===== src/rtl/ppc_pkg.sv =====
package ppc_pkg;

    localparam int ADC_BITS    = 12;
    localparam int FRAC_BITS   = 12;
    localparam int RANGE_SLACK = 20;

    localparam int ONE_Q  = 1 << FRAC_BITS;
    localparam int OUT_W  = FRAC_BITS + 1;
    localparam int LIM_W  = 13;
    localparam int CFG_W  = 13;
    localparam int SPAN_W = ADC_BITS + 2;

    // shared divider: dividend = 2*mag*ONE + den, divisor = 2*den
    localparam int DIV_W     = ADC_BITS + FRAC_BITS + 2;
    localparam int DSR_W     = ADC_BITS + 1;
    localparam int QUO_W     = FRAC_BITS + 5;
    localparam int N_W       = QUO_W + 1;
    localparam int DIV_CNT_W = $clog2(DIV_W);

    // exact integer forms of the threshold tests
    localparam int THR_HIGH_MAX  = ONE_Q / 10;
    localparam int AVG_LOW_MAX   = (ONE_Q - 1) / 20;
    localparam int BRAKE_LOW_MAX = (3 * ONE_Q - 1) / 2000;

    typedef enum logic [2:0] {
        CFG_ACC1_START,
        CFG_ACC1_END,
        CFG_ACC2_START,
        CFG_ACC2_END,
        CFG_BRAKE_START,
        CFG_BRAKE_END,
        CFG_DISAGREE_LIMIT,
        CFG_HARD_BRAKE_LEVEL
    } t_cfg_reg;

    typedef enum logic [2:0] {
        S_IDLE,
        S_INIT,
        S_RUN,
        S_STORE,
        S_FIN
    } t_state;

    typedef enum logic [1:0] {
        SEL_ACC1,
        SEL_ACC2,
        SEL_BRAKE
    } t_div_sel;

    typedef struct packed {
        logic     load;
        logic     div_init;
        logic     div_step;
        logic     store;
        logic     commit;
        t_div_sel sel;
    } t_cmd;

    typedef struct packed {
        logic [ADC_BITS-1:0] acc1_raw;
        logic [ADC_BITS-1:0] acc2_raw;
        logic [ADC_BITS-1:0] brake_raw;
    } t_in;

    typedef struct packed {
        logic [OUT_W-1:0] throttle;
        logic [OUT_W-1:0] brake_level;
        logic             implausible;
    } t_out;

endpackage


===== src/rtl/ppc_datapath.sv =====
module ppc_datapath (
    input  logic                      i_clk,
    input  logic                      i_rst_n,
    input  logic                      i_cfg_we,
    input  logic [2:0]                i_cfg_idx,
    input  logic [ppc_pkg::CFG_W-1:0] i_cfg_data,
    input  ppc_pkg::t_in              i_in,
    input  ppc_pkg::t_cmd             i_cmd,
    output ppc_pkg::t_out             o_out
);
    import ppc_pkg::*;

    localparam logic [SPAN_W-1:0] SLACK = SPAN_W'(RANGE_SLACK);
    localparam logic [OUT_W-1:0]  ONE_O = OUT_W'(ONE_Q);

    logic [ADC_BITS-1:0] r_acc1_start, r_acc1_end, r_acc2_start, r_acc2_end;
    logic [ADC_BITS-1:0] r_brake_start, r_brake_end;
    logic [LIM_W-1:0]    r_disagree_limit, r_hard_brake_level;

    logic [ADC_BITS-1:0] r_raw1, r_raw2, r_rawb;

    logic [DIV_W-1:0]     r_quo;
    logic [DSR_W-1:0]     r_rem;
    logic [DSR_W-1:0]     r_dsr;
    logic                 r_neg;

    logic signed [N_W-1:0] r_n1, r_n2;
    logic [OUT_W-1:0]      r_bq;

    logic                 r_fault, n_fault;
    logic [OUT_W-1:0]     r_last, n_thr;
    t_out                 r_out;

    // configuration
    always_ff @(posedge i_clk) begin
        if (!i_rst_n) begin
            r_acc1_start       <= '0;
            r_acc1_end         <= '1;
            r_acc2_start       <= '0;
            r_acc2_end         <= '1;
            r_brake_start      <= '0;
            r_brake_end        <= '1;
            r_disagree_limit   <= LIM_W'(410);
            r_hard_brake_level <= LIM_W'(819);
        end else if (i_cfg_we) begin
            case (t_cfg_reg'(i_cfg_idx))
                CFG_ACC1_START:       r_acc1_start       <= i_cfg_data[ADC_BITS-1:0];
                CFG_ACC1_END:         r_acc1_end         <= i_cfg_data[ADC_BITS-1:0];
                CFG_ACC2_START:       r_acc2_start       <= i_cfg_data[ADC_BITS-1:0];
                CFG_ACC2_END:         r_acc2_end         <= i_cfg_data[ADC_BITS-1:0];
                CFG_BRAKE_START:      r_brake_start      <= i_cfg_data[ADC_BITS-1:0];
                CFG_BRAKE_END:        r_brake_end        <= i_cfg_data[ADC_BITS-1:0];
                CFG_DISAGREE_LIMIT:   r_disagree_limit   <= i_cfg_data[LIM_W-1:0];
                CFG_HARD_BRAKE_LEVEL: r_hard_brake_level <= i_cfg_data[LIM_W-1:0];
                default: ;
            endcase
        end
    end

    always_ff @(posedge i_clk) begin
        if (i_cmd.load) begin
            r_raw1 <= i_in.acc1_raw;
            r_raw2 <= i_in.acc2_raw;
            r_rawb <= i_in.brake_raw;
        end
    end

    // accelerator operands
    logic [ADC_BITS:0] w_num1, w_num2, w_sel_num;
    logic [ADC_BITS:0] w_den1, w_den2;
    // brake operands, span turned around when reversed
    logic [ADC_BITS:0] w_bnum, w_bden, w_onum, w_oden;
    logic              w_brev;

    assign w_num1 = {1'b0, r_raw1} - {1'b0, r_acc1_start};
    assign w_num2 = {1'b0, r_raw2} - {1'b0, r_acc2_start};
    assign w_den1 = {1'b0, r_acc1_end} - {1'b0, r_acc1_start};
    assign w_den2 = {1'b0, r_acc2_end} - {1'b0, r_acc2_start};
    assign w_bnum = {1'b0, r_rawb} - {1'b0, r_brake_start};
    assign w_bden = {1'b0, r_brake_end} - {1'b0, r_brake_start};
    assign w_brev = w_bden[ADC_BITS];
    assign w_onum = w_brev ? -w_bnum : w_bnum;
    assign w_oden = w_brev ? -w_bden : w_bden;

    logic [ADC_BITS-1:0] w_mag, w_den;
    logic                w_neg;

    always_comb begin
        case (i_cmd.sel)
            SEL_ACC1: begin
                w_sel_num = w_num1;
                w_den     = w_den1[ADC_BITS-1:0];
                w_neg     = w_num1[ADC_BITS];
            end
            SEL_ACC2: begin
                w_sel_num = w_num2;
                w_den     = w_den2[ADC_BITS-1:0];
                w_neg     = w_num2[ADC_BITS];
            end
            default: begin
                w_sel_num = w_onum;
                w_den     = w_oden[ADC_BITS-1:0];
                w_neg     = 1'b0;
            end
        endcase
        w_mag = w_neg ? ADC_BITS'(-w_sel_num) : w_sel_num[ADC_BITS-1:0];
    end

    logic [DIV_W-1:0] w_dividend;
    assign w_dividend = (DIV_W'(w_mag) << (FRAC_BITS + 1)) + DIV_W'(w_den);

    // restoring divider, one quotient bit per step
    logic [DSR_W:0] w_rem_sh, w_diff;
    logic           w_ge;

    assign w_rem_sh = {r_rem, r_quo[DIV_W-1]};
    assign w_diff   = w_rem_sh - {1'b0, r_dsr};
    assign w_ge     = (w_rem_sh >= {1'b0, r_dsr});

    always_ff @(posedge i_clk) begin
        if (i_cmd.div_init) begin
            r_quo <= w_dividend;
            r_rem <= '0;
            r_dsr <= {w_den, 1'b0};
            r_neg <= w_neg;
        end else if (i_cmd.div_step) begin
            r_quo <= {r_quo[DIV_W-2:0], w_ge};
            r_rem <= w_ge ? w_diff[DSR_W-1:0] : w_rem_sh[DSR_W-1:0];
        end
    end

    logic signed [N_W-1:0] w_nq;
    assign w_nq = r_neg ? -$signed({1'b0, r_quo[QUO_W-1:0]})
                        :  $signed({1'b0, r_quo[QUO_W-1:0]});

    always_ff @(posedge i_clk) begin
        if (i_cmd.store) begin
            case (i_cmd.sel)
                SEL_ACC1: r_n1 <= w_nq;
                SEL_ACC2: r_n2 <= w_nq;
                default:  r_bq <= r_quo[OUT_W-1:0];
            endcase
        end
    end

    // range checks
    logic w_ok1, w_ok2;
    assign w_ok1 = (r_acc1_end > r_acc1_start)
                && (SPAN_W'(r_raw1) <= SPAN_W'(r_acc1_end) + SLACK)
                && (SPAN_W'(r_raw1) + SLACK >= SPAN_W'(r_acc1_start));
    assign w_ok2 = (r_acc2_end > r_acc2_start)
                && (SPAN_W'(r_raw2) <= SPAN_W'(r_acc2_end) + SLACK)
                && (SPAN_W'(r_raw2) + SLACK >= SPAN_W'(r_acc2_start));

    // brake level
    logic [OUT_W-1:0] w_brake;
    always_comb begin
        if (w_bden == '0) begin
            w_brake = (!w_bnum[ADC_BITS] && w_bnum != '0) ? ONE_O : '0;
        end else if (w_onum[ADC_BITS] || w_onum == '0) begin
            w_brake = '0;
        end else if (w_onum >= w_oden) begin
            w_brake = ONE_O;
        end else begin
            w_brake = r_bq;
        end
    end

    // disagreement and average
    logic signed [N_W:0] w_diff_n, w_abs_n, w_sum, w_half;
    logic [OUT_W-1:0]    w_avg;
    logic                w_disagree, w_hard, w_clear;

    assign w_diff_n   = (N_W+1)'(r_n1) - (N_W+1)'(r_n2);
    assign w_abs_n    = w_diff_n[N_W] ? -w_diff_n : w_diff_n;
    assign w_disagree = (w_abs_n > $signed({{(N_W+1-LIM_W){1'b0}}, r_disagree_limit}));
    assign w_sum      = (N_W+1)'(r_n1) + (N_W+1)'(r_n2);
    assign w_half     = w_sum >>> 1;

    always_comb begin
        if (w_sum[N_W]) begin
            w_avg = '0;
        end else if (w_half > (N_W+1)'(ONE_Q)) begin
            w_avg = ONE_O;
        end else begin
            w_avg = w_half[OUT_W-1:0];
        end
    end

    assign w_hard  = (w_brake > r_hard_brake_level) && (r_last > OUT_W'(THR_HIGH_MAX));
    assign w_clear = (w_avg <= OUT_W'(AVG_LOW_MAX)) && (w_brake <= OUT_W'(BRAKE_LOW_MAX));

    always_comb begin
        n_fault = r_fault;
        n_thr   = '0;
        if (!w_ok1 || !w_ok2 || w_disagree) begin
            n_fault = 1'b1;
        end else begin
            n_fault = r_fault || w_hard;
            if (n_fault && w_clear) begin
                n_fault = 1'b0;
            end
            n_thr = n_fault ? '0 : w_avg;
        end
    end

    always_ff @(posedge i_clk) begin
        if (!i_rst_n) begin
            r_fault <= 1'b0;
            r_last  <= '0;
        end else if (i_cmd.commit) begin
            r_fault <= n_fault;
            r_last  <= n_thr;
        end
    end

    always_ff @(posedge i_clk) begin
        if (i_cmd.commit) begin
            r_out.throttle    <= n_thr;
            r_out.brake_level <= w_brake;
            r_out.implausible <= n_fault;
        end
    end

    assign o_out = r_out;

    assert property (@(posedge i_clk) disable iff (!i_rst_n)
        r_fault |-> (r_last == '0))
        else $error("throttle held nonzero under latched fault");

    assert property (@(posedge i_clk) disable iff (!i_rst_n)
        r_last <= ONE_O)
        else $error("throttle beyond full scale");

    assert property (@(posedge i_clk) disable iff (!i_rst_n)
        i_cmd.commit |=> (r_out.throttle == r_last && r_out.implausible == r_fault))
        else $error("result register out of step with latched state");

endmodule


===== config.mk =====
export PLATFORM = sky130hd
export DESIGN_NAME = ppc_datapath
export DESIGN_NICKNAME = d
export VERILOG_FILES = /design/src/rtl/ppc_pkg.sv /design/src/rtl/ppc_datapath.sv
export SDC_FILE = /design/constraint.sdc
export NUM_CORES = 1
export LEC_CHECK = 0
export ABC_CLOCK_PERIOD_IN_PS = 6900
export BUFFER_PORTS_ARGS = -buffer_cell sky130_fd_sc_hd__buf_2
export CORE_UTILIZATION = 57
export DETAILED_ROUTE_END_ITERATION = 7
export PLACE_DENSITY = 0.9
export SKIP_LAST_GASP = 1
export SYNTH_ARGS = -nofsm -noshare
export SYNTH_HDL_FRONTEND = slang
export SYNTH_SLANG_ARGS = --single-unit

===== constraint.sdc =====
create_clock -name i_clk -period 6.9 [get_ports i_clk]
set_clock_uncertainty 0.2 [all_clocks]
set_input_delay 2.07 -clock i_clk [delete_from_list [all_inputs] [get_ports i_clk]]
set_output_delay 2.07 -clock i_clk [all_outputs]
set_load 0.02 [all_outputs]

* Word-level counts from Yosys, hierarchy flattened
Cells that the tools add are included.
** Cells by class
- $add $sub $neg :: 19
- Magnitude comparators :: 14
- Equality and inequality tests :: 8
- Multiplexer cells :: 22
- Bitwise gates (word level) :: 1
- Reduce and logical (&&, ||, !) cells :: 33
** Operator list (number)
- $mux W13 :: 11
- $add A12 B5 Y13 const B :: 4
- $mux W26 :: 2
- $sub A12 B12 Y13 :: 4
- $pmux W12 S2 :: 2
- $add A25 B12 Y26 :: 1
- $ge A13 B12 Y1 :: 2
- $le A12 B13 Y1 :: 2
- $logic_not A13 Y1 :: 2
- $neg A13 Y13 :: 2
- $gt A12 B12 Y1 :: 2
- $sub A12 B12 Y12 :: 2
- $reduce_and A2 Y1 :: 11
- $add A18 B18 Y19 :: 1
- $gt A19 B14 Y1 :: 1
- $mux W19 :: 1
- $neg A19 Y19 :: 1
- $sub A18 B18 Y19 :: 1
- $gt A18 B14 Y1 const B :: 1
- $mux W18 :: 1
- $neg A17 Y18 :: 1
- $ge A14 B13 Y1 :: 1
- $ge A13 B13 Y1 :: 1
- $gt A13 B13 Y1 :: 1
- 21 further kinds :: 39
** Word-level totals
- Register bits :: 276
- Bits of input ports :: 62
- Output and inout bits :: 27
- Logic and storage cells :: 120

* Longest topological paths before layout
Gate-level depths: netlist (run 1).
- Depth in word-level cells :: 15
- Gate-level depth with buffers :: 34
- Mapped depth without buffers :: 30

* Least setup slack after synthesis (run 1)
No wires, ideal clock.
- Path kind :: reg2reg
- From :: reg r_brake_end[0]
- To :: reg r_out (netlist bit o_out[21]) (data pin)
- Library setup time :: 266 ps
- Arrival time :: 6469 ps
- Required time :: 6434 ps
- Path slack :: -35 ps
- Stages on the path, launching flop included :: 34
- Path buffers :: 4
- Period minus slack after synthesis :: 6935 ps
- Cell sequence :: dfxtp_1 > inv_1 > ha_1 > fa_1 > nand2b_1 > a21oi_1 > o2111ai_1 > nand2_1 > buf_2 > clkbuf_1 > a21oi_1 > xor2_1 > ha_1 > and4_1 > a2111oi_0 > a32oi_1 > maj3_1 > a211oi_4 > clkbuf_1 > and2_1 > ha_1 > a21oi_1 > nor2b_1 > o21ai_0 > nand2b_1 > a21oi_1 > o21ai_0 > o221ai_1 > o21bai_1 > o21ai_0 > mux2_4 > o211ai_4 > buf_2 > nor2_1
** On the way
- Longest elaborated chain between the ends :: 15
- Elaborated cells on any way between the ends :: 21
- Those cells by class :: 2 x add/sub; 3 x order compare; 9 x mux; 7 x reduce/logical
** RTL lines
- start, declared :: RTL line ppc_datapath.sv:17 : logic [ADC_BITS-1:0] r_brake_start, r_brake_end;
- start signal, assigned :: RTL line ppc_datapath.sv:52 : CFG_BRAKE_END: r_brake_end <= i_cfg_data[ADC_BITS-1:0];
- $sub A12 B12 Y13 * :: RTL line ppc_datapath.sv:80 : assign w_bden = {1'b0, r_brake_end} - {1'b0, r_brake_start};
- $neg A13 Y13 :: RTL line ppc_datapath.sv:83 : assign w_oden = w_brev ? -w_bden : w_bden;
- $mux W13 :: RTL line ppc_datapath.sv:83
- $ge A13 B13 Y1 :: RTL line ppc_datapath.sv:162 : end else if (w_onum >= w_oden) begin
- $mux W13 :: RTL line ppc_datapath.sv:162
- $mux W13 :: RTL line ppc_datapath.sv:160 : end else if (w_onum[ADC_BITS] || w_onum == '0) begin
- $mux W13 * :: RTL line ppc_datapath.sv:158 : if (w_bden == '0) begin
- net w_brake[6] :: RTL line ppc_datapath.sv:156 : logic [OUT_W-1:0] w_brake;
- $gt A13 B13 Y1 :: RTL line ppc_datapath.sv:190 : assign w_hard = (w_brake > r_hard_brake_level) && (r_last > OUT_W'(THR_HIGH_MAX));
- $logic_and A1 B1 Y1 :: RTL line ppc_datapath.sv:190
- $logic_or A1 B1 Y1 :: RTL line ppc_datapath.sv:199 : n_fault = r_fault || w_hard;
- $logic_and A1 B1 Y1 :: RTL line ppc_datapath.sv:200 : if (n_fault && w_clear) begin
- $mux W1 * :: RTL line ppc_datapath.sv:200
- $mux W1 * :: RTL line ppc_datapath.sv:196 : if (!w_ok1 || !w_ok2 || w_disagree) begin
- $mux W13 * :: RTL line ppc_datapath.sv:203 : n_thr = n_fault ? '0 : w_avg;
- $mux W13 * :: RTL line ppc_datapath.sv:196
- net n_thr[7] :: RTL line ppc_datapath.sv:31 : logic [OUT_W-1:0] r_last, n_thr;
- end, declared :: RTL line ppc_datapath.sv:32 : t_out r_out;
Mark *: on every way through the listed nets, which the timed path passes. The rest lies on a longest branch. The select of a mux whose other input is x is not followed.
A chain may end at the register's enable or synchronous reset.

* Worst setup path in the final report (run 1)
- From :: reg r_rawb[0]
- To :: reg r_out (netlist bit o_out[20]) (data pin)
** On the way
- Longest elaborated chain between the ends :: 15
- Elaborated cells on any way between the ends :: 23
- Those cells by class :: 2 x add/sub; 3 x order compare; 9 x mux; 9 x reduce/logical
** RTL lines
- start, declared :: RTL line ppc_datapath.sv:20 : logic [ADC_BITS-1:0] r_raw1, r_raw2, r_rawb;
- start signal, assigned :: RTL line ppc_datapath.sv:64 : r_rawb <= i_in.brake_raw;
- $sub A12 B12 Y13 * :: RTL line ppc_datapath.sv:79 : assign w_bnum = {1'b0, r_rawb} - {1'b0, r_brake_start};
- $neg A13 Y13 :: RTL line ppc_datapath.sv:82 : assign w_onum = w_brev ? -w_bnum : w_bnum;
- $mux W13 :: RTL line ppc_datapath.sv:82
- $ge A13 B13 Y1 or $logic_not A13 Y1 (tied branches) :: RTL line ppc_datapath.sv:162, ppc_datapath.sv:160
- $mux W13 or $logic_or A1 B1 Y1 (tied branches) :: RTL line ppc_datapath.sv:162, ppc_datapath.sv:160
- $mux W13 :: RTL line ppc_datapath.sv:160
- $mux W13 * :: RTL line ppc_datapath.sv:158
- net w_brake[12] :: RTL line ppc_datapath.sv:156
- $gt A13 B13 Y1 :: RTL line ppc_datapath.sv:190
- $logic_and A1 B1 Y1 :: RTL line ppc_datapath.sv:190
- $logic_or A1 B1 Y1 :: RTL line ppc_datapath.sv:199
- $logic_and A1 B1 Y1 :: RTL line ppc_datapath.sv:200
- $mux W1 * :: RTL line ppc_datapath.sv:200
- $mux W1 * :: RTL line ppc_datapath.sv:196
- $mux W13 * :: RTL line ppc_datapath.sv:203
- $mux W13 * :: RTL line ppc_datapath.sv:196
- net n_thr[6] :: RTL line ppc_datapath.sv:31
Marked as above.

==> flow_summary.yaml, run 1 <==
placement:
  place.gp.congestion: 0.9630
  dp_hpwl_mm: 43.65
  io_buffers: 88
  post-place-cells: 2816
  pre_cts_ws_ns: -0.2983
synth:
  syn-num-nets: 2581
  synth_cells: 2301
  syn_avg_cell_area_um2: 8.868
  ys_warn_count: 0
  synth_edf_count: 151
  async_flop_share_pct: 0
  ys_seq_area_share_pct: 34.39
  syn_area_um2: 20400
  ys.flop_type: "edfxtp_1"
  synthDominantAreaCellType: "edfxtp_1"
  synthDistinctLibCells: 93
  synth_top_cell_area_share_pct: 22.22
  yosys-top-cells-area: "edfxtp_1, ha_1, dfxtp_1"
  ys_seq_elements: 275
clock_network:
  cts_buffers: 31
  cts.sinks: 275
  htree_num_levels: 1
  clk_latency_ns: 0.59
  hold_buffers: 0
  path_clk_slew_ns: 0.06
  cts.path.max_buffers: 3
  cts_tree: "done"
  cts-root-buf: "clkbuf_16"
route:
  routed_via_density: 6.162
  drt_iter0_markers: 1480
  drc_errors: 0
  ant_nets: 0
  firstDrtPassIters: 8
  wl_per_cell_um: 20.06
  vias: 17780
  wirelength_mm: 57.90
timing:
  clock.fmax_mhz: 147.3
  worstMarginPinSlew_ns: 1.182
  hold_viol: 0
  period_needed_ns: 6.789
  setup_viol: 0
  timing.hold.ws_ns: 0.2659
  slew_violations: 0
  slew_headroom_pct: 20.80
  setup-tns-final_ns: 0
  finalCritPeriodShare_pct: 98.39
  fin_ws_ns: 0.1114
global_routing:
  antenna_found_initial: 2
  grt_max_degree: 62
  grt.overflow.total: 0
  grt_pass1_vias: 17350
  track_usage_pct: 31.23
  grt_pass1_wl_mm: 89.38
die:
  start_util_pct: 58.49
  core.rowCount: 68
  coreArea_um2: 34880
  die_y_um: 191.2
  die_w_um: 191.2
  num_io_pins: 89
  die-area_um2: 36560
critical_path:
  cpPeakStageDelay_ns: 0.58
  worstPathMaxFanout: 6
  slowest_stage: "fa_2"
  cp.required_ns: 7.03
  critPathArrivalTime_ns: 6.92
  crit_path_end_kind: "register"
  crit_type: "reg -> reg"
  path_common_cell: "mux2_4"
  start_kind: "register"
power:
  p_leak_nw: 9.381
  peakVddDrop_uv: 221.0
  power_mw: 5.227
  power_density_nw_per_um2: 227.7
layout:
  fillers: 2743
  area_growth_pct: 12.49
  final_cells: 2886
  drive_gt1_share_pct: 12.55
  nNetsFinal: 2685
hold_path:
  hp-class: "reg -> reg"
status:
  outcome: "finished, final reports clean"
flow_run:
  cap_viol_max_count: 0
==> critical path: cells and delay by family (launching register included) <==
| kind | cells | cell delay, ns |
|---|---|---|
| flops | 1 | 0.36 |
| buf+inv | 3 | 0.36 |
| fa+ha+maj | 5 | 1.49 |
| compound gates | 10 | 2.15 |
| simple gates | 6 | 0.88 |
| xor+xnor | 1 | 0.24 |
| mux | 3 | 0.85 |
==> flip-flops by register name, indices dropped and copies added (netlist names), 13 cells and up <==
signal	cells
o_out	27
r_bq	13
r_disagree_limit	13
r_hard_brake_level	13
r_n1	18
r_n2	18
r_quo	26
r_rem	13
==> final timing paths <==
path / from / slack [ns] / depth (start not counted) / to
max reg2reg: r_rawb[0]$_DFFE_PP_ / 0.11 / 28 / o_out[20]$_DFFE_PP_
max: r_rawb[0]$_DFFE_PP_ / 0.11 / 28 / o_out[20]$_DFFE_PP_
min: r_brake_start[8]$_SDFFE_PN0P_ / 0.27 / 2 / r_brake_start[8]$_SDFFE_PN0P_
min reg2reg: r_brake_start[8]$_SDFFE_PN0P_ / 0.27 / 2 / r_brake_start[8]$_SDFFE_PN0P_
==> placed cells by master (no fill, tap or decap), types with 7 or more instances in the layout <==
cell type and count:
o22ai_1 7, buf_2 88, a31o_2 7, nand2_1 298, o21ai_0 87, a21boi_0 66, nor4_1 10, clkbuf_16 38
o31a_1 13, nand4_1 25, xnor2_1 105, nor2_1 138, mux2i_1 27, a211o_1 8, a21oi_1 123, xor2_1 53
nor2b_1 36, o21ai_1 11, o31ai_2 8, nor3_1 41, fa_1 7, a21o_1 37, buf_4 67, o21a_1 25
edfxtp_1 151, and3_1 14, a211oi_1 28, o31ai_1 17, and2_1 15, o21bai_1 15, mux2_2 13, dfxtp_1 124
or3_1 19, nand3_1 73, inv_1 170, or4_1 7, nand2b_1 42, ha_1 203, a31oi_1 13, o211ai_1 31
==> metal layers <==
| layer | track usage, % | share of wire [%] |
|---|---|---|
| met1 | 37.03 | 39 |
| met5 | 0 | 0.019 |
| met4 | 20.09 | 7.3 |
| met2 | 52.66 | 46 |
| met3 | 4.737 | 7.0 |
==> power breakdown <==
part | total, mW | leakage (nW) | switching, mW | internal, mW
Clock | 1.80 | 0.572 | 0.714 | 1.08
Combinational | 1.47 | 6.36 | 0.864 | 0.607
Sequential | 1.96 | 2.45 | 0.0970 | 1.86
Total | 5.23 | 9.38 | 1.68 | 3.55
==> final cells by class <==
type / count / area [um2] / area share [%]
clock buffer: 44 / 991.0 / 4.317
multi-input combinational: 1766 / 12560 / 54.70
antenna: 1 / 2.502 / 0.01090
tap: 455 / 569.3 / 2.480
sequential: 275 / 7017 / 30.57
clock inverter: 14 / 147.6 / 0.6432
inverter: 172 / 645.6 / 2.813
timing repair buffer: 159 / 1025 / 4.464
==> kinds of logic (layout without fill, tap and decap cells) <==
group / after synthesis / in the layout / share of synthesized area [%]
fa+ha+maj: 219 / 219 / 13.75
compound gates: 576 / 576 / 19.73
other cells: 0 / 1 / 0
flops: 275 / 275 / 34.39
buf+inv: 260 / 389 / 5.077
mux: 43 / 43 / 2.226
simple gates: 767 / 767 / 17.84
xor+xnor: 161 / 161 / 6.984
==> Yosys cell counts, drive strengths merged, types with 7 or more instances <==
library cell	instances
a211o	8
a211oi	31
a21boi	68
a21o	37
a21oi	128
a31o	7
a31oi	14
and2	18
and3	15
and4	7
buf	20
clkbuf	68
dfxtp	124
edfxtp	151
fa	9
ha	209
inv	171
mux2	16
mux2i	27
nand2	300
nand2b	42
nand3	75
nand4	25
nor2	138
nor2b	37
nor3	43
nor4	14
o2111ai	7
o211a	7
o211ai	32
o21a	25
o21ai	99
o21bai	16
o22ai	7
o311ai	7
o31a	13
o31ai	25
or2	10
or3	19
or4	7
xnor2	107
xor2	54
==> stage by stage <==
stage / area (um2) / util [%]
after floorplan: 20410 / -
after global placement: 21500 / 61.62
after detailed placement: 21500 / 61.62
after CTS: 22650 / 64.92
after global routing: 22950 / 65.79
final: 22950 / 65.80
==> what timing repair did <==
action,CTS,global route
endpoints found under the hold margin,0,0
buffers inserted,1,8
cloned,0,2
pin swaps,1,25
gates resized for setup,4,49
setup endpoints to repair,26,27
Note: power is estimated with default switching activity, not from simulation.
==> inputs of run 2 (changes only) <==
--- a/config.mk
+++ b/config.mk
@@ -5,11 +5,11 @@
 export SDC_FILE = /design/constraint.sdc
 export NUM_CORES = 1
 export LEC_CHECK = 0
-export ABC_CLOCK_PERIOD_IN_PS = 6900
+export ABC_CLOCK_PERIOD_IN_PS = 8200
 export BUFFER_PORTS_ARGS = -buffer_cell sky130_fd_sc_hd__buf_2
-export CORE_UTILIZATION = 57
+export CORE_UTILIZATION = 68
 export DETAILED_ROUTE_END_ITERATION = 7
-export PLACE_DENSITY = 0.9
+export PLACE_DENSITY = 0.95
 export SKIP_LAST_GASP = 1
 export SYNTH_ARGS = -nofsm -noshare
 export SYNTH_HDL_FRONTEND = slang
==> constraint.sdc (replaced) <==
create_clock -name i_clk -period 8.2 [get_ports i_clk]
set_clock_uncertainty 0.2 [all_clocks]
set_input_delay 2.46 -clock i_clk [delete_from_list [all_inputs] [get_ports i_clk]]
set_output_delay 2.46 -clock i_clk [all_outputs]
set_load 0.02 [all_outputs]
==> flow_summary.yaml, run 2 (synthesis results as in run 1) <==
status:
  outcome: "complete, but fails checks"
  violations: "DRC"
global_routing:
  grt.overflow.total: 0
  grt_pass1_vias: 17340
  track_usage_pct: 36.75
  antenna_found_initial: 1
  grt_pass1_wl_mm: 89.22
  grt_max_degree: 103
timing:
  hold_viol: 0
  grt_setup_unrepaired: "false"
  clock.fmax_mhz: 130.2
  setup_viol: 0
  slew_headroom_pct: 24.84
  worstMarginPinSlew_ns: 1.121
  timing.hold.ws_ns: 0.2613
  finalCritPeriodShare_pct: 93.67
  setup-tns-final_ns: 0
  slew_violations: 0
  period_needed_ns: 7.681
  fin_ws_ns: 0.5194
clock_network:
  hold_buffers: 0
  cts_tree: "done"
  path_clk_slew_ns: 0.06
  htree_num_levels: 1
  cts.path.max_buffers: 3
  cts-root-buf: "clkbuf_16"
  cts.sinks: 275
  clk_latency_ns: 0.58
  cts_buffers: 29
die:
  num_io_pins: 89
  die_w_um: 175.2
  die_y_um: 175.2
  die-area_um2: 30700
  start_util_pct: 69.03
  coreArea_um2: 29560
  core.rowCount: 63
route:
  firstDrtPassIters: 8
  dr_wl_met2_mm: 26.42
  drt_iter0_markers: 1616
  met1_length_mm: 21.40
  wirelength_mm: 56.74
  top_layer: "met5"
  ant_nets: 0
  drc_errors: 2
  vias: 17850
  wl_per_cell_um: 20.59
  met3WireLength_mm: 4.618
  routed_via_density: 6.475
critical_path:
  slowest_stage: "a211oi_4"
  cpPeakStageDelay_ns: 0.52
  critPathArrivalTime_ns: 7.78
  crit_type: "reg -> reg"
  worstPathMaxFanout: 14
  crit_path_end_kind: "register"
  cp.required_ns: 8.30
  start_kind: "register"
placement:
  place.gp.congestion: 1.002
  io_buffers: 88
  pre_cts_ws_ns: 0.4207
  dp_hpwl_mm: 42.39
power:
  p_comb_share_pct: 28.0
  peakVddDrop_uv: 171.2
  seqPwrFrac_pct: 40.6
  p_leak_nw: 8.891
  power_density_nw_per_um2: 185.0
  swShare_pct: 32.95
  power_mw: 4.066
  power_switching_mw: 1.340
  p_int_mw: 2.726
  pwr-share-clk_pct: 31.4
layout:
  drive_gt1_share_pct: 8.411
  nNetsFinal: 2623
  final_cell_mix: "nand2_1, ha_1, inv_1, edfxtp_1, nor2_1"
  mostFrequentLayoutCell: "nand2_1"
  postLayoutCoreUtil_pct: 74.33
  area_growth_pct: 7.677
  antennaDiodeCount: 0
  largest_register_ffs: 27
hold_path:
  hp-class: "reg -> reg"
flow_run:
  cap_viol_max_count: 0
-- run 2: cell type report --
cell class | count | area (um2)
Clock buffer | 41 | 800.8
Clock inverter | 13 | 116.4
Fill cell | 2002 | 7589
Inverter | 172 | 645.6
Multi-Input combinational cell | 1767 | 12390
Sequential cell | 275 | 7017
Tap cell | 390 | 488.0
Timing Repair Buffer | 98 | 515.5
-- run 2: critical path: cells and delay by family, from the launching register on --
family / cells / cell delay (ns)
AND/OR/NAND/NOR: 6 / 1.18
AO/OA/AOI/OAI: 15 / 3.52
multiplexers: 1 / 0.32
adder cells (fa/ha/maj): 5 / 1.56
flip-flops: 1 / 0.34
XOR/XNOR: 1 / 0.19
buffers and inverters: 1 / 0.07
-- run 2: timing repair --
item / CTS / global route
hold endpoints to repair: 0 / 0
setup buffers: 0 / 0
endpoints found under the setup margin: 0 / 23
gates resized for setup: 0 / 2
-- run 2: per-layer routing --
metal  vias up  global-route usage (%)
met1      8336                   43.03
met4         2                   25.54
met2       912                   61.62
li1       8345                       -
met5         -                       0
met3       250                   6.049
-- run 2: power by group through the flow --
stage | Combinational [mW] | Sequential (mW) | Clock [mW]
final | 1.14 | 1.65 | 1.28
after CTS | 1.11 | 1.64 | 1.28
after global routing | 1.24 | 1.65 | 1.33
after floorplan | 0.810 | 1.65 | 0
after global placement | 1.05 | 1.67 | 0
after detailed placement | 1.10 | 1.67 | 0
-- run 2: worst paths after layout --
check	to	cells past startpoint	startpoint	slack [ns]
max	o_out[17]$_DFFE_PP_	29	r_brake_end[0]$_SDFFE_PN1P_	0.52
min	r_last[3]$_SDFFE_PN0P_	2	r_last[3]$_SDFFE_PN0P_	0.26
max reg2reg	o_out[17]$_DFFE_PP_	29	r_brake_end[0]$_SDFFE_PN1P_	0.52
min reg2reg	r_last[3]$_SDFFE_PN0P_	2	r_last[3]$_SDFFE_PN0P_	0.26
-- run 2: metrics by stage --
| stage | area [um2] | instances |
|---|---|---|
| floorplan | 20400 | 2301 |
| global placement | 21030 | 2701 |
| global route | 21970 | 2756 |
| detailed placement | 21030 | 2701 |
| finish | 21970 | 2756 |
| CTS | 21940 | 2755 |
